**src/rtl/pbdb_pkg.sv**
```systemverilog
// shared constants, types and the base64 character table for the box downscaler
package pbdb_pkg;

  localparam int FRAME_WIDTH  = 800;
  localparam int FRAME_HEIGHT = 480;
  localparam int PALETTE_SIZE = 6;
  localparam int FIRST_CHROMA = 2;
  localparam int BLACK_INDEX  = 0;
  localparam int WHITE_INDEX  = 1;

  localparam int COL_W   = $clog2(FRAME_WIDTH);
  localparam int ROW_W   = $clog2(FRAME_HEIGHT);
  localparam int DIV_W   = (COL_W > ROW_W) ? COL_W : ROW_W;
  localparam int DIV_CNT_W = $clog2(DIV_W + 1);
  localparam int CNT_W   = 7;
  localparam int MEM_W   = PALETTE_SIZE * CNT_W;
  localparam int IDX_W   = 3;
  localparam int SCALE_W = 4;
  localparam int OFS_W   = 3;
  localparam int CHAR_W  = 7;
  localparam int LINE_W  = 7;
  localparam int SLOTS   = 6;
  localparam int SLOT_W  = $clog2(SLOTS + 1);

  localparam logic [CNT_W-1:0]   CNT_MAX     = 7'd127;
  localparam logic [SCALE_W-1:0] SCALE_RESET = 4'd3;
  localparam logic [SCALE_W-1:0] SCALE_MAX   = 4'd8;
  localparam logic [LINE_W-1:0]  LINE_LIMIT  = 7'd76;
  localparam logic [CHAR_W-1:0]  NEWLINE     = 7'd10;
  localparam logic [CHAR_W-1:0]  PAD_CHAR    = 7'd61;
  localparam logic [5:0]         SIX_MASK    = 6'd63;

  // whole boxes per row and per column, indexed by scale - 1
  localparam logic [COL_W:0] OUT_W_TAB [8] = '{
    (COL_W+1)'(FRAME_WIDTH / 1), (COL_W+1)'(FRAME_WIDTH / 2),
    (COL_W+1)'(FRAME_WIDTH / 3), (COL_W+1)'(FRAME_WIDTH / 4),
    (COL_W+1)'(FRAME_WIDTH / 5), (COL_W+1)'(FRAME_WIDTH / 6),
    (COL_W+1)'(FRAME_WIDTH / 7), (COL_W+1)'(FRAME_WIDTH / 8)};
  localparam logic [ROW_W:0] OUT_H_TAB [8] = '{
    (ROW_W+1)'(FRAME_HEIGHT / 1), (ROW_W+1)'(FRAME_HEIGHT / 2),
    (ROW_W+1)'(FRAME_HEIGHT / 3), (ROW_W+1)'(FRAME_HEIGHT / 4),
    (ROW_W+1)'(FRAME_HEIGHT / 5), (ROW_W+1)'(FRAME_HEIGHT / 6),
    (ROW_W+1)'(FRAME_HEIGHT / 7), (ROW_W+1)'(FRAME_HEIGHT / 8)};

  typedef struct packed {
    logic [COL_W-1:0] bx;
    logic             inbox;
    logic             first;
    logic             done;
    logic             fend;
  } pbdb_pos_t;

  typedef struct packed {
    logic             fs;
    logic             push;
    logic [IDX_W-1:0] idx;
    logic             fend;
  } pbdb_ev_t;

  typedef struct packed {
    logic              last;
    logic [CHAR_W-1:0] ch;
  } pbdb_char_t;

  function automatic logic [CHAR_W-1:0] b64_char(input logic [5:0] v);
    logic [CHAR_W-1:0] c;
    c = 7'd47;
    if (v < 6'd26) begin
      c = 7'd65 + CHAR_W'(v);
    end else if (v < 6'd52) begin
      c = 7'd97 + CHAR_W'(v - 6'd26);
    end else if (v < 6'd62) begin
      c = 7'd48 + CHAR_W'(v - 6'd52);
    end else if (v == 6'd62) begin
      c = 7'd43;
    end
    return c;
  endfunction

endpackage

```
**src/rtl/pbdb_pos.sv**
```systemverilog
// scale register, pixel and box position tracking, resync divider after a scale write
module pbdb_pos (
  input  logic                          clk,
  input  logic                          rst_n,
  input  logic                          cfg_we,
  input  logic [pbdb_pkg::SCALE_W-1:0]  cfg_data,
  input  logic                          acc,
  input  logic                          frame_start,
  output pbdb_pkg::pbdb_pos_t           pos_o,
  output logic                          busy_o
);

  logic [pbdb_pkg::SCALE_W-1:0]   scale_r;
  logic [pbdb_pkg::COL_W-1:0]     col_r, bx_r;
  logic [pbdb_pkg::ROW_W-1:0]     row_r, by_r;
  logic [pbdb_pkg::OFS_W-1:0]     dx_r, dy_r;
  logic                           div_busy_r;
  logic [pbdb_pkg::DIV_CNT_W-1:0] div_cnt_r;
  logic [pbdb_pkg::DIV_W-1:0]     col_dq_r, row_dq_r, col_dq_nxt, row_dq_nxt;
  logic [pbdb_pkg::OFS_W-1:0]     col_rem_r, row_rem_r, col_rem_nxt, row_rem_nxt;
  logic [pbdb_pkg::OFS_W:0]       col_sh, row_sh;
  logic                           col_ge, row_ge;

  logic [pbdb_pkg::SCALE_W-1:0]   s_eff;
  logic [pbdb_pkg::OFS_W-1:0]     s_m1;
  logic [pbdb_pkg::COL_W-1:0]     b_col, b_bx, col_nxt, bx_nxt;
  logic [pbdb_pkg::ROW_W-1:0]     b_row, b_by, row_nxt, by_nxt;
  logic [pbdb_pkg::OFS_W-1:0]     b_dx, b_dy, dx_nxt, dy_nxt;

  always_comb begin
    if (scale_r == '0) begin
      s_eff = 4'd1;
    end else if (scale_r > pbdb_pkg::SCALE_MAX) begin
      s_eff = pbdb_pkg::SCALE_MAX;
    end else begin
      s_eff = scale_r;
    end
    s_m1 = pbdb_pkg::OFS_W'(s_eff - 4'd1);

    // one quotient bit per cycle
    col_sh      = {col_rem_r, col_dq_r[pbdb_pkg::DIV_W-1]};
    col_ge      = col_sh >= s_eff;
    col_rem_nxt = col_ge ? pbdb_pkg::OFS_W'(col_sh - s_eff) : col_sh[pbdb_pkg::OFS_W-1:0];
    col_dq_nxt  = {col_dq_r[pbdb_pkg::DIV_W-2:0], col_ge};
    row_sh      = {row_rem_r, row_dq_r[pbdb_pkg::DIV_W-1]};
    row_ge      = row_sh >= s_eff;
    row_rem_nxt = row_ge ? pbdb_pkg::OFS_W'(row_sh - s_eff) : row_sh[pbdb_pkg::OFS_W-1:0];
    row_dq_nxt  = {row_dq_r[pbdb_pkg::DIV_W-2:0], row_ge};

    b_col = frame_start ? '0 : col_r;
    b_row = frame_start ? '0 : row_r;
    b_bx  = frame_start ? '0 : bx_r;
    b_by  = frame_start ? '0 : by_r;
    b_dx  = frame_start ? '0 : dx_r;
    b_dy  = frame_start ? '0 : dy_r;

    pos_o.bx    = b_bx;
    pos_o.inbox = ({1'b0, b_bx} < pbdb_pkg::OUT_W_TAB[s_m1]) &&
                  ({1'b0, b_by} < pbdb_pkg::OUT_H_TAB[s_m1]);
    pos_o.first = (b_dx == '0) && (b_dy == '0);
    pos_o.done  = (b_dx == s_m1) && (b_dy == s_m1);
    pos_o.fend  = (b_col == pbdb_pkg::COL_W'(pbdb_pkg::FRAME_WIDTH - 1)) &&
                  (b_row == pbdb_pkg::ROW_W'(pbdb_pkg::FRAME_HEIGHT - 1));

    col_nxt = b_col + 1'b1;
    bx_nxt  = b_bx;
    dx_nxt  = b_dx;
    row_nxt = b_row;
    by_nxt  = b_by;
    dy_nxt  = b_dy;
    if (pos_o.fend) begin
      col_nxt = '0;
      bx_nxt  = '0;
      dx_nxt  = '0;
      row_nxt = '0;
      by_nxt  = '0;
      dy_nxt  = '0;
    end else if (b_col == pbdb_pkg::COL_W'(pbdb_pkg::FRAME_WIDTH - 1)) begin
      col_nxt = '0;
      bx_nxt  = '0;
      dx_nxt  = '0;
      row_nxt = b_row + 1'b1;
      if (b_dy == s_m1) begin
        dy_nxt = '0;
        by_nxt = b_by + 1'b1;
      end else begin
        dy_nxt = b_dy + 1'b1;
      end
    end else if (b_dx == s_m1) begin
      dx_nxt = '0;
      bx_nxt = b_bx + 1'b1;
    end else begin
      dx_nxt = b_dx + 1'b1;
    end
  end

  assign busy_o = div_busy_r;

  always_ff @(posedge clk) begin
    if (!rst_n) begin
      scale_r    <= pbdb_pkg::SCALE_RESET;
      col_r      <= '0;
      row_r      <= '0;
      bx_r       <= '0;
      by_r       <= '0;
      dx_r       <= '0;
      dy_r       <= '0;
      div_busy_r <= 1'b0;
      div_cnt_r  <= '0;
      col_dq_r   <= '0;
      row_dq_r   <= '0;
      col_rem_r  <= '0;
      row_rem_r  <= '0;
    end else begin
      if (cfg_we) begin
        scale_r    <= cfg_data;
        div_busy_r <= 1'b1;
        div_cnt_r  <= pbdb_pkg::DIV_CNT_W'(pbdb_pkg::DIV_W);
        col_dq_r   <= pbdb_pkg::DIV_W'(col_r);
        row_dq_r   <= pbdb_pkg::DIV_W'(row_r);
        col_rem_r  <= '0;
        row_rem_r  <= '0;
      end else if (div_busy_r) begin
        col_dq_r  <= col_dq_nxt;
        row_dq_r  <= row_dq_nxt;
        col_rem_r <= col_rem_nxt;
        row_rem_r <= row_rem_nxt;
        div_cnt_r <= div_cnt_r - 1'b1;
        if (div_cnt_r == pbdb_pkg::DIV_CNT_W'(1)) begin
          div_busy_r <= 1'b0;
          bx_r       <= col_dq_nxt[pbdb_pkg::COL_W-1:0];
          dx_r       <= col_rem_nxt;
          by_r       <= row_dq_nxt[pbdb_pkg::ROW_W-1:0];
          dy_r       <= row_rem_nxt;
        end
      end
      if (acc) begin
        col_r <= col_nxt;
        row_r <= row_nxt;
        bx_r  <= bx_nxt;
        by_r  <= by_nxt;
        dx_r  <= dx_nxt;
        dy_r  <= dy_nxt;
      end
    end
  end

endmodule

```
**config.mk**
```make
export PLATFORM = sky130hd
export DESIGN_NAME = pbdb_pos
export DESIGN_NICKNAME = d
export VERILOG_FILES = /design/src/rtl/pbdb_pkg.sv /design/src/rtl/pbdb_pos.sv
export SDC_FILE = /design/constraint.sdc
export NUM_CORES = 1
export LEC_CHECK = 0
export BUFFER_PORTS_ARGS = -buffer_cell sky130_fd_sc_hd__buf_2
export CAP_MARGIN = 5
export CORE_MARGIN = 2
export CORE_UTILIZATION = 35
export CTS_BUF_LIST = sky130_fd_sc_hd__clkbuf_8 sky130_fd_sc_hd__clkbuf_16
export CTS_CLUSTER_DIAMETER = 50
export DETAILED_ROUTE_END_ITERATION = 8
export MAX_ROUTING_LAYER = met4
export SETUP_SLACK_MARGIN = 0.02
export SLEW_MARGIN = 20
export SYNTH_ARGS = -nofsm -noshare
export SYNTH_HDL_FRONTEND = slang
export SYNTH_SLANG_ARGS = --single-unit
```
**constraint.sdc**
```tcl
create_clock -name clk -period 3.97 [get_ports clk]
set_input_delay 0.397 -clock clk [delete_from_list [all_inputs] [get_ports clk]]
set_output_delay 0.397 -clock clk [all_outputs]
set_load 0.01 [all_outputs]
```
# Word level (Yosys, flattened, before mapping)

Memory sizes are Yosys's and may differ from the RTL's.
Cells that the tools add are included.

$add $sub $neg: 10
Order comparisons: 6
Eq/ne operators: 6
Muxes and demuxes: 55
Bitwise operators: 2
Reductions and logical operators: 12

Operators with widths:

| cell                                                               | count |
|---|---|
| 10-bit two-way mux                                                 | 15 |
| 9-bit two-way mux                                                  | 13 |
| 3-bit two-way mux                                                  | 18 |
| 11-bit two-way mux                                                 | 2 |
| 10-bit by 1-bit adder with 10-bit output, second input constant    | 2 |
| 9-bit by 1-bit adder with 9-bit output, second input constant      | 2 |
| 4-bit two-way mux                                                  | 4 |
| 10-bit by 11-bit < comparator with 1-bit output                    | 1 |
| 10-bit == test, second input constant                              | 1 |
| 9-bit by 10-bit < comparator with 1-bit output                     | 1 |
| 9-bit == test, second input constant                               | 1 |
| 4-bit >= comparator                                                | 2 |
| 3-bit by 1-bit adder with 3-bit output, second input constant      | 2 |
| 3-bit == test                                                      | 2 |
| 3-bit zero test                                                    | 2 |
| 2-bit nonzero test                                                 | 3 |
| 3-bit subtractor                                                   | 2 |
| 4-bit by 1-bit == test with 1-bit output, second input constant    | 1 |
| 4-bit >= comparator, second input constant                         | 1 |
| 4-bit greater-than comparator, second input constant               | 1 |
| 1-bit logical AND                                                  | 4 |
| 4-bit zero test                                                    | 1 |
| 3-bit NOT with 4-bit output                                        | 1 |
| 4-bit by 1-bit subtractor with 4-bit output, second input constant | 1 |
| other kinds (6)                                                    | 8 |

Register bits after elaboration: 79
Memory bits (read-only): 168
Input bits: 9
Output and inout bits: 15
Memories kept: 2

Memory list:

| memory          | words | width | rd ports | clocked after memory_dff | wr ports | RTL line       | source |
|---|---|---|---|---|---|---|---|
| (no name shown) | 8     | 11    | 1        | 0                        | 0        | pbdb_pos.sv:58 | `pos_o.inbox = ({1'b0, b_bx} < pbdb_pkg::OUT_W_TAB[s_m1]) &&` |
| (no name shown) | 8     | 10    | 1        | 0                        | 0        | pbdb_pos.sv:59 | `({1'b0, b_by} < pbdb_pkg::OUT_H_TAB[s_m1]);` |

# Logic depth before layout (Yosys ltp)

Word-level depth: 10
Mapped depth: 16

# Worst setup path after synthesis

OpenSTA, ideal clock, no wires.

Path type: register -> output
Start: register scale_r[0] in the netlist's numbering
End: output port pos_o[3] in the netlist's numbering
Arrival time: 3.042 ns
Data required time: 3.573 ns
Slack: 0.531 ns
Stages on the path, launching flop included: 16
Path buffers: 2
Path through: dfxtp_1 > o21ba_2 > nor2_1 > inv_1 > ha_1 > inv_1 > ha_1 > buf_6 > clkbuf_1 > o21a_1 > ha_1 > a211o_1 > o2111ai_1 > a21oi_1 > o31ai_1 > and3_1

RTL lines:

| element                | RTL line        | source |
|---|---|---|
| start, declared        | pbdb_pos.sv:13  | `logic [pbdb_pkg::SCALE_W-1:0] scale_r;` |
| start signal, assigned | pbdb_pos.sv:101 | `scale_r <= pbdb_pkg::SCALE_RESET;` |
| start signal, assigned | pbdb_pos.sv:116 | `scale_r <= cfg_data;` |
| end, declared          | pbdb_pos.sv:9   | `output pbdb_pkg::pbdb_pos_t pos_o,` |

==> impl_metrics.tcl <==
set metrics [dict create \
    status "finished clean" \
    syn_inst 649 \
    avgRoutedWirePerCell_um 17.3 \
    timing.final.ws_setup_ps 282 \
    cap_violations 0 \
    place_area_um2 5690 \
    start_util_pct 35.6 \
    tns_ps 0 \
    cp.buffers_inverters 3 \
    synth-adder-area-share_pct 9.56 \
    critPathMaxStageDelay_ps 360 \
    yosysSeqAreaShare_pct 29.3 \
    hold_ws_ps 271 \
    io_pins 24 \
    port_buffers 23 \
    drc 0 \
    area_delta_synth_final_pct 12.2 \
    max_freq_mhz 271 \
    dieArea_um2 16400 \
    p_per_area_nw_per_um2 351 \
    numCtsBuffers 9 \
    synth_top_family_by_area "simple AND/OR/NAND/NOR gates" \
    period_minus_slack_ps 3690 \
    grtUsageTotal_pct 19.2 \
    synth_flop_cell "dfxtp_1" \
    final_area_um2 6050 \
    yosys-mux-area-fraction_pct 8.29 \
    worstMarginPinSlew_ps 783 \
    synth_fp_nets 698 \
    avgSynthCellArea_um2 8.31 \
    ys_ff_latch 79 \
    root_buffer "clkbuf_16" \
    nets 707 \
    overflow 0 \
    grt_first_pass_wirelength_mm 24.1 \
    finalSetupViolCount 0 \
    synth_simple_gate_area_share_pct 24.0 \
    antenna_found_initial 0 \
    endpoint_kind "primary output" \
    diodes 0 \
    clk_path_buf_depth 2 \
    ir_drop_mv 0.226 \
    clock_latency_ps 350 \
    preCtsSetupSlack_ps 451 \
    clock_skew_ps 8.23 \
    drv_slew 0 \
    cp.required_ps 3570 \
    yosys_warnings 0 \
    fp.dieW_um 128 \
    synth-edff-count 0 \
    cts_tree "done" \
    syn_area_um2 5390 \
    path_class "reg -> out" \
    crit_family "compound AO/OA/AOI/OAI gates" \
    core-area_um2 15100 \
    async_flop_share_pct 0 \
    report.final.hold_viol_count 0 \
    max_slew_margin_pct 47.8 \
    cts.sinks 79 \
    place_congestion 0.908 \
    cts_setup_buffers 0 \
    num_vias 4746 \
    utilization_pct 39.9 \
    rows 45 \
    fill_cells 1525 \
    cts.clk_slew.worst_paths_ps 60 \
    startpoint_type "register" \
    min_period_over_period_pct 92.9 \
    cp_max_fo 15 \
    die_h_um 128 \
    dr.pass1.iters 5 \
    final_antenna_net_count 0 \
    drtIter0Drc 345 \
    p_leak_nw 2.28 \
    layout-drive-gt1-share_pct 11.6 \
    htreeDepth 3 \
    dpl.hpwl_mm 10.8 \
    grt_pass1_vias 4678 \
    avgViaCountPerCell 5.58 \
    min_path_type "in -> reg" \
    grt_max_degree 49 \
    cp.arrival_ps 3290 \
    synth_compound_area_share_pct 19.8 \
    finalWirelength_mm 14.8 \
    synthXorXnorAreaFrac_pct 3.90 \
    crit_slowest_cell "dfxtp_1" \
    ys_types 67 \
    rsz0062_at_grt "no" \
    path_cells "o21ba_2 -> nor2_1 -> inv_1 -> ha_1 -> inv_1 -> ha_4 -> nand2_1 -> o21a_1 -> ha_1 -> a211o_1 -> o2111ai_1 -> a21oi_1 -> o31ai_1 -> and3_1 -> buf_2" \
]
power by group:
group	internal [mW]	total, mW	switching [mW]
registers	0.812	0.830	0.0181
logic	0.129	0.325	0.196
clock network	0.629	0.969	0.340
worst min-delay path, delay by kind of cell:
kind,cells,cell delay (ps)
multiplexers,1,50
buffers and inverters,1,80
AND/OR/NAND/NOR,1,60
layer usage:
layer / GRT usage (%) / vias up / routed length, um
li1: - / 2349 / -
met1: 24.6 / 2267 / 6700
met2: 30.4 / 107 / 6980
met3: 3.55 / 23 / 705
met4: 6.85 / 0 / 375
met5: - / - / 0
area by class of cell:
type / count / area [um^2] / share of cell area (%)
Multi-Input combinational cell: 502 / 3550 / 58.7
Timing Repair Buffer: 38 / 228 / 3.77
Tap cell: 188 / 235 / 3.89
Clock inverter: 6 / 108 / 1.78
Sequential cell: 79 / 1580 / 26.2
Inverter: 28 / 105 / 1.74
Clock buffer: 10 / 239 / 3.95
synthesized netlist by cell type, types with 3 or more instances:
| cell | number | area share [%] |
|---|---|---|
| a32oi_1 | 3 | 0.49 |
| dfxtp_1 | 79 | 29 |
| nand3_1 | 15 | 1.4 |
| nor4_1 | 5 | 0.58 |
| nor3_1 | 16 | 1.5 |
| mux2i_1 | 39 | 7.2 |
| nand2_1 | 50 | 3.5 |
| o21a_1 | 12 | 1.7 |
| nand3b_1 | 4 | 0.56 |
| a21oi_1 | 24 | 2.2 |
| o211a_1 | 3 | 0.56 |
| nor4b_1 | 5 | 0.81 |
| a21boi_0 | 6 | 0.84 |
| nor2_1 | 27 | 1.9 |
| a21o_1 | 5 | 0.70 |
| a31oi_1 | 5 | 0.58 |
| clkbuf_1 | 34 | 2.4 |
| and2_1 | 24 | 2.8 |
| o221a_2 | 3 | 0.63 |
| nor4_2 | 3 | 0.70 |
| xor2_1 | 6 | 0.97 |
| and3_1 | 6 | 0.70 |
| ha_1 | 38 | 8.8 |
| xnor2_1 | 18 | 2.9 |
| mux2_2 | 5 | 1.0 |
| a22oi_1 | 4 | 0.56 |
| o22ai_1 | 16 | 1.9 |
| nand2b_1 | 19 | 2.2 |
| o2bb2ai_1 | 3 | 0.49 |
| o21ai_0 | 49 | 4.5 |
| a211oi_1 | 4 | 0.56 |
| o2111ai_1 | 4 | 0.65 |
| inv_1 | 24 | 1.7 |
| nor2b_1 | 39 | 4.5 |
| and4_1 | 3 | 0.49 |
| inv_2 | 3 | 0.21 |
flip-flops by register name, summed over array words and instances (netlist names):
register / flops
col_r: 10
dy_r: 3
by_r: 9
dx_r: 3
bx_r: 10
busy_o: 1
col_rem_r: 3
col_dq_r: 10
row_rem_r: 3
div_cnt_r: 4
row_dq_r: 10
row_r: 9
scale_r: 4
cells in the final DEF, fill, tap and decap left out, drive strengths merged, types with 8 or more instances in the layout:
cell	count
o21ai	49
clkbuf	10
nor4	8
nor3	16
a21oi	24
nand2b	20
xnor2	18
buf	38
ha	38
nand2	50
nor2b	39
nor2	27
inv	27
nand3	15
dfxtp	79
mux2i	39
o22ai	16
and2	24
o21a	12
final timing paths:
| kind | startpoint | endpoint | slack, ps | cells after the start |
|---|---|---|---|---|
| worst min register to register | col_rem_r[2] | col_rem_r[2] | 490 | 2 |
| worst max-delay path | scale_r[0] | pos_o[3] | 280 | 15 |
| worst max register to register | scale_r[3] | dx_r[0] | 810 | 11 |
| worst min-delay path | cfg_data[1] | scale_r[1] | 270 | 3 |
repair_timing:
action                                  in CTS  in global routing
endpoints found under the setup margin       0                  1
resized for setup                            0                  2
hold buffers                                 0                  0
stage by stage:
| step | total power, mW | cells |
|---|---|---|
| 2_1_floorplan | 1.08 | 649 |
| 3_3_place_gp | 1.16 | 835 |
| 3_5_place_dp | 1.17 | 835 |
| 4_1_cts | 2.14 | 851 |
| 5_1_grt | 2.21 | 851 |
| 6_report | 2.12 | 851 |
kinds of logic after synthesis:
logic type      count (synthesis)
buf+inv                        68
xor+xnor                       24
fa+ha+maj                      40
mux                            44
flops                          79
compound gates                162
simple gates                  232
(Power assumes the default switching activity.)
