## src/rtl/pbdb_pkg.sv

```systemverilog
// shared constants, types and the base64 character table for the box downscaler
package pbdb_pkg;

  localparam int FRAME_WIDTH  = 800;
  localparam int FRAME_HEIGHT = 480;
  localparam int PALETTE_SIZE = 6;
  localparam int FIRST_CHROMA = 2;
  localparam int BLACK_INDEX  = 0;
  localparam int WHITE_INDEX  = 1;

  localparam int COL_W   = $clog2(FRAME_WIDTH);
  localparam int ROW_W   = $clog2(FRAME_HEIGHT);
  localparam int DIV_W   = (COL_W > ROW_W) ? COL_W : ROW_W;
  localparam int DIV_CNT_W = $clog2(DIV_W + 1);
  localparam int CNT_W   = 7;
  localparam int MEM_W   = PALETTE_SIZE * CNT_W;
  localparam int IDX_W   = 3;
  localparam int SCALE_W = 4;
  localparam int OFS_W   = 3;
  localparam int CHAR_W  = 7;
  localparam int LINE_W  = 7;
  localparam int SLOTS   = 6;
  localparam int SLOT_W  = $clog2(SLOTS + 1);

  localparam logic [CNT_W-1:0]   CNT_MAX     = 7'd127;
  localparam logic [SCALE_W-1:0] SCALE_RESET = 4'd3;
  localparam logic [SCALE_W-1:0] SCALE_MAX   = 4'd8;
  localparam logic [LINE_W-1:0]  LINE_LIMIT  = 7'd76;
  localparam logic [CHAR_W-1:0]  NEWLINE     = 7'd10;
  localparam logic [CHAR_W-1:0]  PAD_CHAR    = 7'd61;
  localparam logic [5:0]         SIX_MASK    = 6'd63;

  // whole boxes per row and per column, indexed by scale - 1
  localparam logic [COL_W:0] OUT_W_TAB [8] = '{
    (COL_W+1)'(FRAME_WIDTH / 1), (COL_W+1)'(FRAME_WIDTH / 2),
    (COL_W+1)'(FRAME_WIDTH / 3), (COL_W+1)'(FRAME_WIDTH / 4),
    (COL_W+1)'(FRAME_WIDTH / 5), (COL_W+1)'(FRAME_WIDTH / 6),
    (COL_W+1)'(FRAME_WIDTH / 7), (COL_W+1)'(FRAME_WIDTH / 8)};
  localparam logic [ROW_W:0] OUT_H_TAB [8] = '{
    (ROW_W+1)'(FRAME_HEIGHT / 1), (ROW_W+1)'(FRAME_HEIGHT / 2),
    (ROW_W+1)'(FRAME_HEIGHT / 3), (ROW_W+1)'(FRAME_HEIGHT / 4),
    (ROW_W+1)'(FRAME_HEIGHT / 5), (ROW_W+1)'(FRAME_HEIGHT / 6),
    (ROW_W+1)'(FRAME_HEIGHT / 7), (ROW_W+1)'(FRAME_HEIGHT / 8)};

  typedef struct packed {
    logic [COL_W-1:0] bx;
    logic             inbox;
    logic             first;
    logic             done;
    logic             fend;
  } pbdb_pos_t;

  typedef struct packed {
    logic             fs;
    logic             push;
    logic [IDX_W-1:0] idx;
    logic             fend;
  } pbdb_ev_t;

  typedef struct packed {
    logic              last;
    logic [CHAR_W-1:0] ch;
  } pbdb_char_t;

  function automatic logic [CHAR_W-1:0] b64_char(input logic [5:0] v);
    logic [CHAR_W-1:0] c;
    c = 7'd47;
    if (v < 6'd26) begin
      c = 7'd65 + CHAR_W'(v);
    end else if (v < 6'd52) begin
      c = 7'd97 + CHAR_W'(v - 6'd26);
    end else if (v < 6'd62) begin
      c = 7'd48 + CHAR_W'(v - 6'd52);
    end else if (v == 6'd62) begin
      c = 7'd43;
    end
    return c;
  endfunction

endpackage

```

## src/rtl/pbdb_pack.sv

```systemverilog
// index grouping, base64 characters, line breaks and the output register
module pbdb_pack (
  input  logic                              clk,
  input  logic                              rst_n,
  input  logic                              ev_valid,
  input  pbdb_pkg::pbdb_ev_t                ev,
  output logic                              ev_ready_o,
  output logic                              out_valid,
  input  logic                              out_stall,
  output logic [pbdb_pkg::CHAR_W-1:0]       out_character,
  output logic                              out_last
);

  logic [pbdb_pkg::IDX_W-1:0]  pend0_r, pend1_r, pend0_nxt, pend1_nxt;
  logic [1:0]                  pcnt_r, pcnt_nxt;
  logic [pbdb_pkg::LINE_W-1:0] lc_r, lc_nxt;
  pbdb_pkg::pbdb_char_t        job_r [pbdb_pkg::SLOTS];
  pbdb_pkg::pbdb_char_t        slot [pbdb_pkg::SLOTS];
  logic [pbdb_pkg::SLOT_W-1:0] jcnt_r, nchars, cl;
  logic                        out_v_r;
  pbdb_pkg::pbdb_char_t        out_r;

  logic [1:0]                  pc, pc_a;
  logic [pbdb_pkg::LINE_W-1:0] lc, lc_add, lc_a;
  logic                        full, nl_a, pad, grp, take, head_mv;
  logic [pbdb_pkg::IDX_W-1:0]  p0_a, p1_a;
  logic [23:0]                 gword;
  logic [1:0]                  gused;

  always_comb begin
    pc     = ev.fs ? 2'd0 : pcnt_r;
    lc     = ev.fs ? '0 : lc_r;
    full   = ev.push && (pc == 2'd2);
    lc_add = lc + 7'd4;
    nl_a   = full && (lc_add >= pbdb_pkg::LINE_LIMIT);
    p0_a   = (ev.push && (pc == 2'd0)) ? ev.idx : pend0_r;
    p1_a   = (ev.push && (pc == 2'd1)) ? ev.idx : pend1_r;
    if (full) begin
      pc_a = 2'd0;
      lc_a = nl_a ? '0 : lc_add;
    end else begin
      pc_a = ev.push ? pc + 2'd1 : pc;
      lc_a = lc;
    end
    pad = ev.fend && (pc_a != 2'd0);
    grp = full || pad;
    if (full) begin
      gword = {5'd0, pend0_r, 5'd0, pend1_r, 5'd0, ev.idx};
      gused = 2'd3;
    end else begin
      gword = {5'd0, p0_a, 5'd0, ((pc_a == 2'd2) ? p1_a : 3'd0), 8'd0};
      gused = pc_a;
    end

    for (int i = 0; i < pbdb_pkg::SLOTS; i++) slot[i] = '0;
    if (grp) begin
      slot[0].ch = pbdb_pkg::b64_char(gword[23:18] & pbdb_pkg::SIX_MASK);
      slot[1].ch = pbdb_pkg::b64_char(gword[17:12] & pbdb_pkg::SIX_MASK);
      slot[2].ch = (gused >= 2'd2) ? pbdb_pkg::b64_char(gword[11:6]) : pbdb_pkg::PAD_CHAR;
      slot[3].ch = (gused == 2'd3) ? pbdb_pkg::b64_char(gword[5:0]) : pbdb_pkg::PAD_CHAR;
    end
    if (nl_a) slot[4].ch = pbdb_pkg::NEWLINE;
    cl = (grp ? pbdb_pkg::SLOT_W'(4) : '0) + (nl_a ? pbdb_pkg::SLOT_W'(1) : '0);
    if (ev.fend) begin
      for (int i = 0; i < pbdb_pkg::SLOTS; i++) begin
        if (pbdb_pkg::SLOT_W'(i) == cl) begin
          slot[i].ch   = pbdb_pkg::NEWLINE;
          slot[i].last = 1'b1;
        end
      end
    end
    nchars = cl + (ev.fend ? pbdb_pkg::SLOT_W'(1) : '0);

    ev_ready_o = (jcnt_r == '0) || (nchars == '0);
    take       = ev_valid && ev_ready_o;
    head_mv    = (jcnt_r != '0) && (!out_v_r || !out_stall);

    pend0_nxt = pend0_r;
    pend1_nxt = pend1_r;
    pcnt_nxt  = pcnt_r;
    lc_nxt    = lc_r;
    if (take) begin
      pend0_nxt = p0_a;
      pend1_nxt = p1_a;
      pcnt_nxt  = ev.fend ? 2'd0 : pc_a;
      lc_nxt    = ev.fend ? '0 : lc_a;
    end
  end

  assign out_valid     = out_v_r;
  assign out_character = out_r.ch;
  assign out_last      = out_r.last;

  always_ff @(posedge clk) begin
    if (!rst_n) begin
      pcnt_r  <= '0;
      lc_r    <= '0;
      jcnt_r  <= '0;
      out_v_r <= 1'b0;
    end else begin
      pcnt_r <= pcnt_nxt;
      lc_r   <= lc_nxt;
      if (take && (nchars != '0)) begin
        jcnt_r <= nchars;
      end else if (head_mv) begin
        jcnt_r <= jcnt_r - 1'b1;
      end
      if (head_mv) begin
        out_v_r <= 1'b1;
      end else if (!out_stall) begin
        out_v_r <= 1'b0;
      end
    end
  end

  always_ff @(posedge clk) begin
    pend0_r <= pend0_nxt;
    pend1_r <= pend1_nxt;
    if (take && (nchars != '0)) begin
      for (int i = 0; i < pbdb_pkg::SLOTS; i++) job_r[i] <= slot[i];
    end else if (head_mv) begin
      for (int i = 0; i < pbdb_pkg::SLOTS - 1; i++) job_r[i] <= job_r[i+1];
      job_r[pbdb_pkg::SLOTS-1] <= '0;
    end
    if (head_mv) out_r <= job_r[0];
  end

endmodule

```

## config.mk

```make
export PLATFORM = sky130hd
export DESIGN_NAME = pbdb_pack
export DESIGN_NICKNAME = d
export VERILOG_FILES = /design/src/rtl/pbdb_pkg.sv /design/src/rtl/pbdb_pack.sv
export SDC_FILE = /design/constraint.sdc
export NUM_CORES = 1
export LEC_CHECK = 0
export ABC_AREA = 1
export BUFFER_PORTS_ARGS = -buffer_cell sky130_fd_sc_hd__buf_2
export CAP_MARGIN = 15
export CORE_MARGIN = 2
export CORE_UTILIZATION = 45
export CTS_BUF_LIST = sky130_fd_sc_hd__clkbuf_4
export CTS_CLUSTER_SIZE = 16
export DETAILED_ROUTE_END_ITERATION = 16
export GPL_ROUTABILITY_DRIVEN = 0
export SLEW_MARGIN = 15
export SYNTH_ARGS = -nofsm -noshare
export SYNTH_HDL_FRONTEND = slang
export SYNTH_SLANG_ARGS = --single-unit
```

## constraint.sdc

```tcl
create_clock -name clk -period 1.9 [get_ports clk]
set_input_delay 0.095 -clock clk [delete_from_list [all_inputs] [get_ports clk]]
set_output_delay 0.095 -clock clk [all_outputs]
set_load 0.005 [all_outputs]
```

**Yosys cells after proc, flatten, opt, wreduce, memory -nomap -nowiden**

Memory sizes are Yosys's and may differ from the RTL's. A register that Yosys moved wholly into a read port is not among the register bits.
Cells that the tools add are included.

- Register bits after elaboration: 19
- Latch bits: 0
- Memory bits (writable): 48
- Memory bits (read-only): 0
- Input port bits: 10
- Output and inout port bits: 10
- Logic and storage cells: 148
- Memories kept: 1

Memories:

| name | depth | bits a word | read ports | clocked after memory_dff | wr ports | line | source |
|---|---|---|---|---|---|---|---|
| job_r | 6 | 8 | 6 | 1 | 6 | pbdb_pack.sv:17 | `pbdb_pkg::pbdb_char_t job_r [pbdb_pkg::SLOTS];` |

- Add/subtract/negate cells: 25
- Multipliers: 0
- Divide/modulo/power cells: 0
- Magnitude comparators: 14
- Eq/ne operators: 14
- Shift-type cells: 0
- Muxes and demuxes: 61
- Bitwise logic cells: 6
- Reductions and logical operators: 21

Operators by type and width:

| operator | number |
|---|---|
| 7-bit 2-to-1 mux | 22 |
| 8-bit 2-to-1 mux | 12 |
| 6-bit less-than comparator (second input constant) | 8 |
| 48-bit 2-to-1 mux | 1 |
| 3-bit 2-to-1 mux | 10 |
| 6-bit by 7-bit adder with 7-bit output (first input constant) | 4 |
| 7-bit by 6-bit adder with 7-bit output (first input constant) | 4 |
| 7-bit adder (first input constant) | 4 |
| 6-bit by 5-bit subtractor with 7-bit output (second input constant) | 4 |
| 6-bit by 6-bit subtractor with 7-bit output (second input constant) | 4 |
| 6-bit equality test (second input constant) | 4 |
| 6-bit by 5-bit less-than comparator with 1-bit output (second input constant) | 4 |
| 19-bit 2-to-1 mux | 1 |
| 2-bit 2-to-1 mux | 5 |
| 3-bit zero test | 3 |
| 1-bit 2-to-1 mux | 9 |
| 1-bit logical AND | 8 |
| 7-bit by 3-bit adder with 7-bit output (second input constant) | 1 |
| 7-bit >= comparator (second input constant) | 1 |
| 3-bit by 1-bit adder with 3-bit output | 2 |
| 2-bit equality test (second input constant) | 3 |
| 2-bit by 3-bit equality test with 1-bit output (first input constant) | 2 |
| 3-bit equality test (first input constant) | 2 |
| 1-bit OR | 6 |
| other kinds (12) | 17 |

**Depth between registers and ports, before layout**

Gate-level depths: netlist of the first run.

- Depth after elaboration: 17
- Gate-level depth with buffers: 16
- Depth with buffers taken out: 16

**Least setup slack after synthesis of the first run**

No wires, ideal clock.

- Path kind: register to register
- Start: register pcnt_r[0]
- End: memory job_r[0][0] in the netlist's numbering, enable pin
- Library setup time: 0.377 ns
- Data arrival time: 1.776 ns
- Required time: 1.523 ns
- Path slack: -0.253 ns
- Cell stages (with the launch flop): 10
- Buffers on the path: 0
- Clock period less this slack: 2.153 ns
- Path through: dfxtp_1 nand2_4 ha_1 nand2_8 nand2_4 nand2_4 nand2_8 inv_2 nand2_1 nand2_2

RTL lines:

| element | line | source |
|---|---|---|
| start: declaration | pbdb_pack.sv:15 | `logic [1:0] pcnt_r, pcnt_nxt;` |
| start signal: assignment | pbdb_pack.sv:101 | `pcnt_r <= pcnt_nxt;` |
| end: declaration | pbdb_pack.sv:17 |  |

==> flow_summary_export.csv, run 1 <==
group,metric,value,unit
pwr,power.share.switching,35.9,%
sta,fmax,0.510,GHz
placed_design,hpwl,4150,µm
worst_setup_path,slowest_delay,0.34,ns
run_status,status,"finished, violations left",
global_route,grt_pass1_vias,2165,
logic_synthesis,synth_ff_type,"edfxtp_1",
pwr,p_int,3.22,mW
worst_setup_path,critPathLaunchType,"register",
logic_synthesis,synth_edf_count,48,
worst_setup_path,cp.arrival,2.13,ns
worst_setup_path,worstPathCellList,"inv_2, nor2_4, inv_2, ha_4, nand2_4, nand2_4, nand2_4, inv_2, nand3_2, nand2_2, ha_4, nand2_4, nand2_1, nand3_1, nand2_1, nand2_1",
sta,setup_viol,2,
pwr,seqPwrFrac,48.8,%
routing,detailroute.via_count,2351,
routing,drt_iter0_markers,85,
placed_design,port_buffers,19,
floorplan,dieArea,7460,µm²
clock_tree,cts_root_buf,"clkbuf_4",
logic_synthesis,async_flop_share,0,%
logic_synthesis,syn_area_per_cell,9.63,µm²
sta,fin_ws,-0.0616,ns
logic_synthesis,syn_inst,317,
cells_and_area,diodes,0,
sta,worstMarginPinSlew,0.375,ns
floorplan,coreArea,6680,µm²
routing,ant_nets,0,
clock_tree,clock_latency,0.40,ns
worst_hold_path,holdCritPathClass,"primary input to register",
pwr,p_leak,1.69,nW
worst_setup_path,path_buf_inv,3,
routing,wl_per_cell,13.0,µm
pwr,vdd_drop_max,0.000435,V
routing,drc,0,
global_route,grt_pass1_wl,9940,µm
floorplan,die_w,86.4,µm
logic_synthesis,yosysWarnings,0,
global_route,grt_use_total,17.2,%
worst_setup_path,worstPathMaxFanout,5,
logic_synthesis,synth_fp_nets,337,
logic_synthesis,synth_seq_cells,61,
cells_and_area,fill_cells,605,
pwr,combPwrFrac,36.2,%
clock_tree,tritoncts,"yes",
worst_setup_path,crit_type,"register to register",
routing,wl,6140,µm
clock_tree,clk_path_buf_depth,2,
clock_tree,htreeDepth,3,
pwr,power,5.02,mW
sta,grt_setup_unrepaired,"yes",
global_route,grt-ovfl-total,0,
global_route,grt_max_degree,37,
sta,hold_viol,0,
floorplan,die_h,86.4,µm
pwr,clkPwrFrac,14.9,%
cells_and_area,layout-drive-gt1-share,39.4,%
sta,slew_violations,0,
sta,relSlewSlack,74.9,%
logic_synthesis,synth-seq-area-share,55.7,%
cells_and_area,final_util,59.2,%
logic_synthesis,synth.cell_area,3050,µm²
routing,viasPerCell,4.97,
sta,final.period_utilization,103,%
pwr,power.density,1270,nW/µm²
clock_tree,clkSinkCount,61,
worst_setup_path,crit_top_cell,"nand2_4",
worst_setup_path,cp-end-kind,"register",
pwr,p_switching,1.80,mW
sta,skew,0.00891,ns
global_route,antenna_found_initial,0,
sta,fin_crit,1.96,ns
cells_and_area,nets,408,
clock_tree,numCtsBuffers,9,
sta,tns,-0.114,ns
worst_setup_path,cpLargestDelayFamily,"simple AND/OR/NAND/NOR gates",
clock_tree,clk_pin_slew_worst_paths,0.11,ns
floorplan,start_util,45.7,%
worst_setup_path,crit_slowest_cell,"dfxtp_2",
floorplan,io_pins,20,
worst_setup_path,required,2.07,ns
logic_synthesis,ys_types,34,
job,cap_violations,0,
routing,drt_first_pass_iters,4,
floorplan,rows,30,
run_status,violations,"setup timing",
cells_and_area,syn_to_final_growth,29.5,%
==> flip-flops by register name (all words and copies together) (netlist names) <==
| signal | count |
|---|---|
| pend0_r | 3 |
| out_character | 7 |
| job_r | 34 |
| pend1_r | 3 |
| jcnt_r | 3 |
| out_valid | 1 |
| pcnt_r | 2 |
| out_last | 1 |
| lc_r | 7 |
==> area by class of cell <==
cell class / count / area [µm²] / area share, %
clock buffer: 10 / 75.1 / 1.90
clock inverter: 6 / 30.0 / 0.759
tap: 80 / 100 / 2.53
multi-input combinational: 215 / 1430 / 36.1
timing repair buffer: 65 / 470 / 11.9
inverter: 36 / 149 / 3.76
sequential: 61 / 1710 / 43.1
==> worst register-to-register path: stages (launching register included) <==
cell     delay (ns)
dfxtp_2        0.34
inv_2          0.04
nor2_4         0.13
inv_2          0.07
ha_4           0.27
nand2_4        0.05
nand2_4        0.09
nand2_4        0.06
inv_2          0.06
nand3_2        0.06
nand2_2        0.10
ha_4           0.18
nand2_4        0.06
nand2_1        0.05
nand3_1        0.07
nand2_1        0.07
nand2_1        0.05
==> metrics by stage <==
stage / instance area, µm² / hold slack, ns / std cells / worst slack (ns)
global route: 3960 / 0.0574 / 473 / -0.154
CTS: 3730 / 0.0351 / 466 / -0.0350
detailed placement: 3560 / 0.385 / 446 / -0.149
floorplan: 3110 / 0.218 / 317 / 0.00120
finish: 3960 / 0.0689 / 473 / -0.0616
global placement: 3560 / 0.368 / 446 / -0.122
==> metal layers <==
layer	vias to the layer above	global-route usage (%)	wire length (µm)	part of all wire, %
li1	1208	-	-	-
met1	1077	23.7	2930	48
met2	50	26.2	2860	47
met3	16	5.14	221	3.6
met4	0	5.68	127	2.1
met5	-	0	0	0
==> power by group through the flow <==
stage,Sequential (mW),Clock [mW],Combinational [mW]
floorplan,2.47,0,1.13
global placement,2.47,0,1.75
global route,2.50,0.834,2.05
finish,2.45,0.750,1.82
CTS,2.46,0.776,1.79
detailed placement,2.49,0,1.78
==> cell usage after synthesis, types with 2 or more instances <==
library cell	count	area, µm²
nand2_1	84	315
edfxtp_1	48	1440
inv_1	29	109
nor2_1	28	105
nand3_1	18	90.1
a21oi_1	17	85.1
o21ai_0	14	70.1
dfxtp_1	13	260
ha_1	10	125
nand2_2	10	62.6
inv_2	4	15.0
nand2_4	4	45.0
nand3_2	4	40.0
buf_2	3	15.0
nand2_8	3	60.1
nand4_1	3	18.8
o21ai_1	3	15.0
xnor2_1	3	26.3
clkbuf_1	2	7.51
nor2_4	2	22.5
o21ai_2	2	17.5
==> placed cells by master, fill, tap and decap left out, types with 3 or more instances in the layout <==
cell type / instances
nor2_2: 3
buf_4: 42
a21oi_1: 16
clkinv_2: 3
nand4_1: 3
nand2_1: 72
nand2_8: 4
buf_2: 19
clkbuf_4: 10
nand3_1: 13
nand2_4: 10
nand3_2: 8
clkinv_1: 3
o21ai_0: 12
nand2_2: 16
o21ai_2: 4
nor2_4: 4
inv_1: 23
inv_2: 8
dfxtp_2: 3
ha_1: 3
edfxtp_1: 48
ha_4: 6
nor2_1: 23
dfxtp_1: 10
==> path summary, 6_finish.rpt <==
path | end | slack [ns] | cells after the start | startpoint
worst min-delay path | pend1_r[2]$_DFFE_PP_ | 0.07 | 3 | ev[3]
worst min register to register | out_last$_DFFE_PP_ | 0.43 | 0 | job_r[0][7]$_DFFE_PP_
worst max-delay path | job_r[2][3]$_DFFE_PP_ | -0.06 | 16 | pcnt_r[1]$_SDFFE_PN0P_
worst max register to register | job_r[2][3]$_DFFE_PP_ | -0.06 | 16 | pcnt_r[1]$_SDFFE_PN0P_
==> logic make-up after synthesis <==
group | count (synthesis) | synth area share (%)
XOR/XNOR | 4 | 1.15
adder cells (fa/ha/maj) | 10 | 4.10
AO/OA/AOI/OAI | 41 | 7.42
flip-flops | 61 | 55.7
buffers and inverters | 42 | 5.78
AND/OR/NAND/NOR | 159 | 25.9
==> what timing repair did <==
action,in CTS,in global routing
pin swaps,10,23
setup buffers,2,6
setup endpoints to repair,10,22
hold buffers,2,0
cloned,0,1
gates resized for setup,14,36
hold endpoints to repair,4,0
No activity file was read; power rests on OpenSTA's default activity.
==> run 2, diff against run 1 <==
--- a/config.mk
+++ b/config.mk
@@ -5,7 +5,6 @@
 export SDC_FILE = /design/constraint.sdc
 export NUM_CORES = 1
 export LEC_CHECK = 0
-export ABC_AREA = 1
 export BUFFER_PORTS_ARGS = -buffer_cell sky130_fd_sc_hd__buf_2
 export CAP_MARGIN = 15
 export CORE_MARGIN = 2
@@ -14,6 +13,7 @@
 export CTS_CLUSTER_SIZE = 16
 export DETAILED_ROUTE_END_ITERATION = 16
 export GPL_ROUTABILITY_DRIVEN = 0
+export PLACE_DENSITY = 0.69
 export SLEW_MARGIN = 15
 export SYNTH_ARGS = -nofsm -noshare
 export SYNTH_HDL_FRONTEND = slang
==> constraint.sdc (replaced) <==
create_clock -name clk -period 2.2 [get_ports clk]
set_input_delay 0.11 -clock clk [delete_from_list [all_inputs] [get_ports clk]]
set_output_delay 0.11 -clock clk [all_outputs]
set_load 0.005 [all_outputs]
==> run 2 against run 1 <==
  * The run now ends clean
  * Die area rose by 0.86%
  * Clock skew rose by 0.0082 ns
  * Non-clock buffer count fell by 13
  * Clock power rose by 2.8%
  * Via count fell by 0.34%
  * Register-to-register slack improved by 0.08 ns
  * Total power fell by 15%
  * Combinational power fell by 24%
  * Cell area fell by 5.5%
  * Hold slack got worse by 0.021 ns
  * Wire length rose by 3.3%
  * Critical endpoint is now jcnt_r[0]$_SDFFE_PN0P_
==> flow_summary_export.csv, run 2 <==
group,metric,value,unit
floorplan,rows,30,
worst_setup_path,cp.arrival,2.49,ns
worst_setup_path,path_buf_inv,1,
cells_and_area,final_util,55.6,%
routing,viasPerCell,5.53,
worst_hold_path,hold_depth,3,
floorplan,io_pins,20,
clock_tree,clk_pin_slew_worst_paths,0.10,ns
routing,drt_first_pass_iters,4,
sta,grt_setup_unrepaired,"yes",
clock_tree,cts_root_buf,"clkbuf_4",
logic_synthesis,yosysMostFrequentCell,"edfxtp_1",
routing,wl_met3,179,µm
cells_and_area,layout-drive-gt1-share,30.8,%
worst_setup_path,cp-end-kind,"register",
logic_synthesis,ys_top_cells_by_area,"edfxtp_1 47%, dfxtp_1 8.4%, nand2_1 5.2%, ha_1 4.1%, nor2_1 2.3%",
clock_tree,htreeDepth,3,
pwr,power.density,1140,nW/µm²
logic_synthesis,yosysWarnings,0,
global_route,grt_pass1_wl,10300,µm
worst_setup_path,r2r_cells,10,
routing,dr_wl_met2,3170,µm
routing,wl_per_cell,15.0,µm
worst_hold_path,hp-start,"rst_n",
cells_and_area,layout_common_cells,"48 x edfxtp_1, 42 x nand2_1, 31 x buf_4",
pwr,p_int,2.88,mW
worst_setup_path,worstPathMaxFanout,5,
sta,fin_crit,2.18,ns
pwr,vdd_drop_max,0.000511,V
sta,fmax,0.458,GHz
routing,highest_layer,"met4",
routing,wl,6350,µm
global_route,grt-ovfl-total,0,
routing,drt_iter0_markers,110,
routing,drc,0,
pwr,p_leak,1.52,nW
worst_setup_path,reg2reg_from,"lc_r[3]$_SDFFE_PN0P_",
sta,slew_violations,0,
logic_synthesis,syn_inst,290,
sta,setup_viol,0,
logic_synthesis,synthDominantCellAreaShare,46.8,%
cells_and_area,final_common_cell,"edfxtp_1",
worst_setup_path,slowest_delay,0.48,ns
cells_and_area,syn_to_final_growth,21.3,%
placed_design,dp_cells,402,
routing,detailroute.via_count,2343,
sta,worstMarginPinSlew,0.598,ns
global_route,grt_use_total,17.9,%
floorplan,dieArea,7530,µm²
placed_design,hpwl,4370,µm
routing,wl_met1,2870,µm
cells_and_area,fill_cells,561,
floorplan,coreArea,6720,µm²
sta,relSlewSlack,59.7,%
logic_synthesis,synth.cell_area,3080,µm²
run_status,status,"completed",
worst_setup_path,worstPathCellList,"nor2b_4, ha_4, or4b_4, a21oi_2, o221ai_2, nand2_2, inv_2, ha_4, a221oi_2, nor2b_1",
worst_setup_path,worstReg2RegEnd,"jcnt_r[0]$_SDFFE_PN0P_",
cells_and_area,largest_reg_flops,34,
clock_tree,clkSinkCount,61,
sta,worst_hold_slack,0.0478,ns
logic_synthesis,synth-seq-area-share,55.2,%
sta,final.period_utilization,99.3,%
sta,hold_viol,0,
cells_and_area,seq_area,1710,µm²
worst_setup_path,crit_top_cell,"ha_4",
global_route,grt_max_degree,33,
worst_setup_path,required,2.50,ns
placed_design,port_buffers,19,
pwr,combPwrFrac,32.6,%
cells_and_area,largest_register,"job_r",
cells_and_area,multi_input_area,1380,µm²
clock_tree,numCtsBuffers,9,
logic_synthesis,synth_ff_type,"edfxtp_1",
pwr,power.share.switching,32.4,%
logic_synthesis,ys_types,52,
job,cap_violations,0,
worst_setup_path,crit_slowest_cell,"or4b_4",
worst_setup_path,critPathLaunchType,"register",
cells_and_area,diodes,0,
cells_and_area,fin_cells,424,
logic_synthesis,ys_top_cells_by_count,"48 x edfxtp_1, 43 x nand2_1, 19 x nor2_1, 16 x inv_1, 14 x o21ai_0",
worst_hold_path,holdCritPathClass,"primary input to register",
logic_synthesis,synth_fp_nets,310,
logic_synthesis,synth_seq_cells,61,
pwr,clkPwrFrac,18.1,%
logic_synthesis,syn_area_per_cell,10.6,µm²
sta,skew,0.0172,ns
clock_tree,tritoncts,"yes",
clock_tree,clock_latency,0.41,ns
worst_setup_path,crit_type,"register to register",
floorplan,die_w,86.8,µm
worst_setup_path,cpLargestDelayFamily,"simple AND/OR/NAND/NOR gates",
routing,ant_nets,0,
global_route,grt_pass1_vias,2216,
worst_hold_path,min_to,"lc_r[1]$_SDFFE_PN0P_",
floorplan,die_h,86.8,µm
logic_synthesis,async_flop_share,0,%
pwr,seqPwrFrac,49.3,%
pwr,p_switching,1.38,mW
global_route,antenna_found_initial,0,
clock_tree,clk_path_buf_depth,2,
cells_and_area,nets,360,
floorplan,start_util,45.9,%
logic_synthesis,yosysTopAreaCell,"edfxtp_1",
logic_synthesis,synth_edf_count,48,
worst_setup_path,r2r_slack,0.02,ns
[run 2: cell count changes in the layout (fill, tap and decap cells not counted), moves of 6 or more]
cell and delta:
nand2_2 -14, nand2_4 -9, a21oi_1 -6, inv_1 -11, nand2_1 -30, buf_4 -11
nand3_2 -8, and3_1 +9, o21a_1 +6, nor2_1 -6
[run 2: logic make-up after synthesis]
group / count (synthesis) / share of synthesized area [%]
flops: 61 / 55.2
xor+xnor: 4 / 1.14
buf+inv: 29 / 4.55
mux: 8 / 2.76
fa+ha+maj: 10 / 4.06
simple gates: 108 / 16.8
compound gates: 70 / 15.4
[run 2: how the worst max path moves through the flow]
stage / start / to / slack, ns / cells past startpoint
final: lc_r[3]$_SDFFE_PN0P_ / jcnt_r[0]$_SDFFE_PN0P_ / 0.02 / 10
after global routing: lc_r[3]$_SDFFE_PN0P_ / jcnt_r[0]$_SDFFE_PN0P_ / -0.03 / 10
after CTS: pcnt_r[0]$_SDFFE_PN0P_ / job_r[2][2]$_DFFE_PP_ / -0.006 / 10
after detailed placement: lc_r[3]$_SDFFE_PN0P_ / jcnt_r[0]$_SDFFE_PN0P_ / -0.06 / 10
after global placement: lc_r[3]$_SDFFE_PN0P_ / jcnt_r[0]$_SDFFE_PN0P_ / 0.03 / 10
after floorplan: lc_r[2]$_SDFFE_PN0P_ / jcnt_r[0]$_SDFFE_PN0P_ / -0.03 / 11
[run 2: stage by stage]
stage	instance area (µm²)	power [mW]	setup WS [ns]	TNS, ns
6_report	3740	4.26	0.0157	0
3_5_place_dp	3460	3.51	-0.0581	-0.0581
5_1_grt	3740	4.55	-0.0328	-0.0875
4_1_cts	3630	4.27	-0.00571	-0.00571
2_1_floorplan	3150	2.98	-0.0265	-0.0265
3_3_place_gp	3460	3.47	0.0268	0
[run 2: layer usage]
metal	vias up	track usage, %
li1	1158	-
met1	1126	23.3
met2	47	29.2
met3	12	4.00
met4	0	6.96
met5	-	0
[run 2: timing repair]
item	CTS	global route
hold buffers	0	0
setup endpoints to repair	2	9
resized for setup	6	14
pin swaps	3	10
buffers inserted	2	5
[run 2: worst register-to-register path: cells and delay by family, from the launching register on]
kind                     cells  cell delay, ns
AO/OA/AOI/OAI                3            0.49
AND/OR/NAND/NOR              4            0.79
adder cells (fa/ha/maj)      2            0.41
buffers and inverters        1            0.05
flip-flops                   1            0.34
[run 2: power groups by stage]
stage	sequential (mW)	clock [mW]	combinational (mW)
after floorplan	2.11	0	0.872
after global placement	2.11	0	1.36
after detailed placement	2.13	0	1.38
after CTS	2.10	0.784	1.39
after global routing	2.15	0.839	1.56
final	2.10	0.771	1.39
[run 2: area by class of cell]
cell class / count / area share [%]
multi-input cells: 200 / 36.9
inverters: 16 / 1.71
clock inverters: 3 / 1.04
well taps: 80 / 2.68
clock buffers: 12 / 2.41
repair buffers: 52 / 9.61
flip-flops and latches: 61 / 45.6
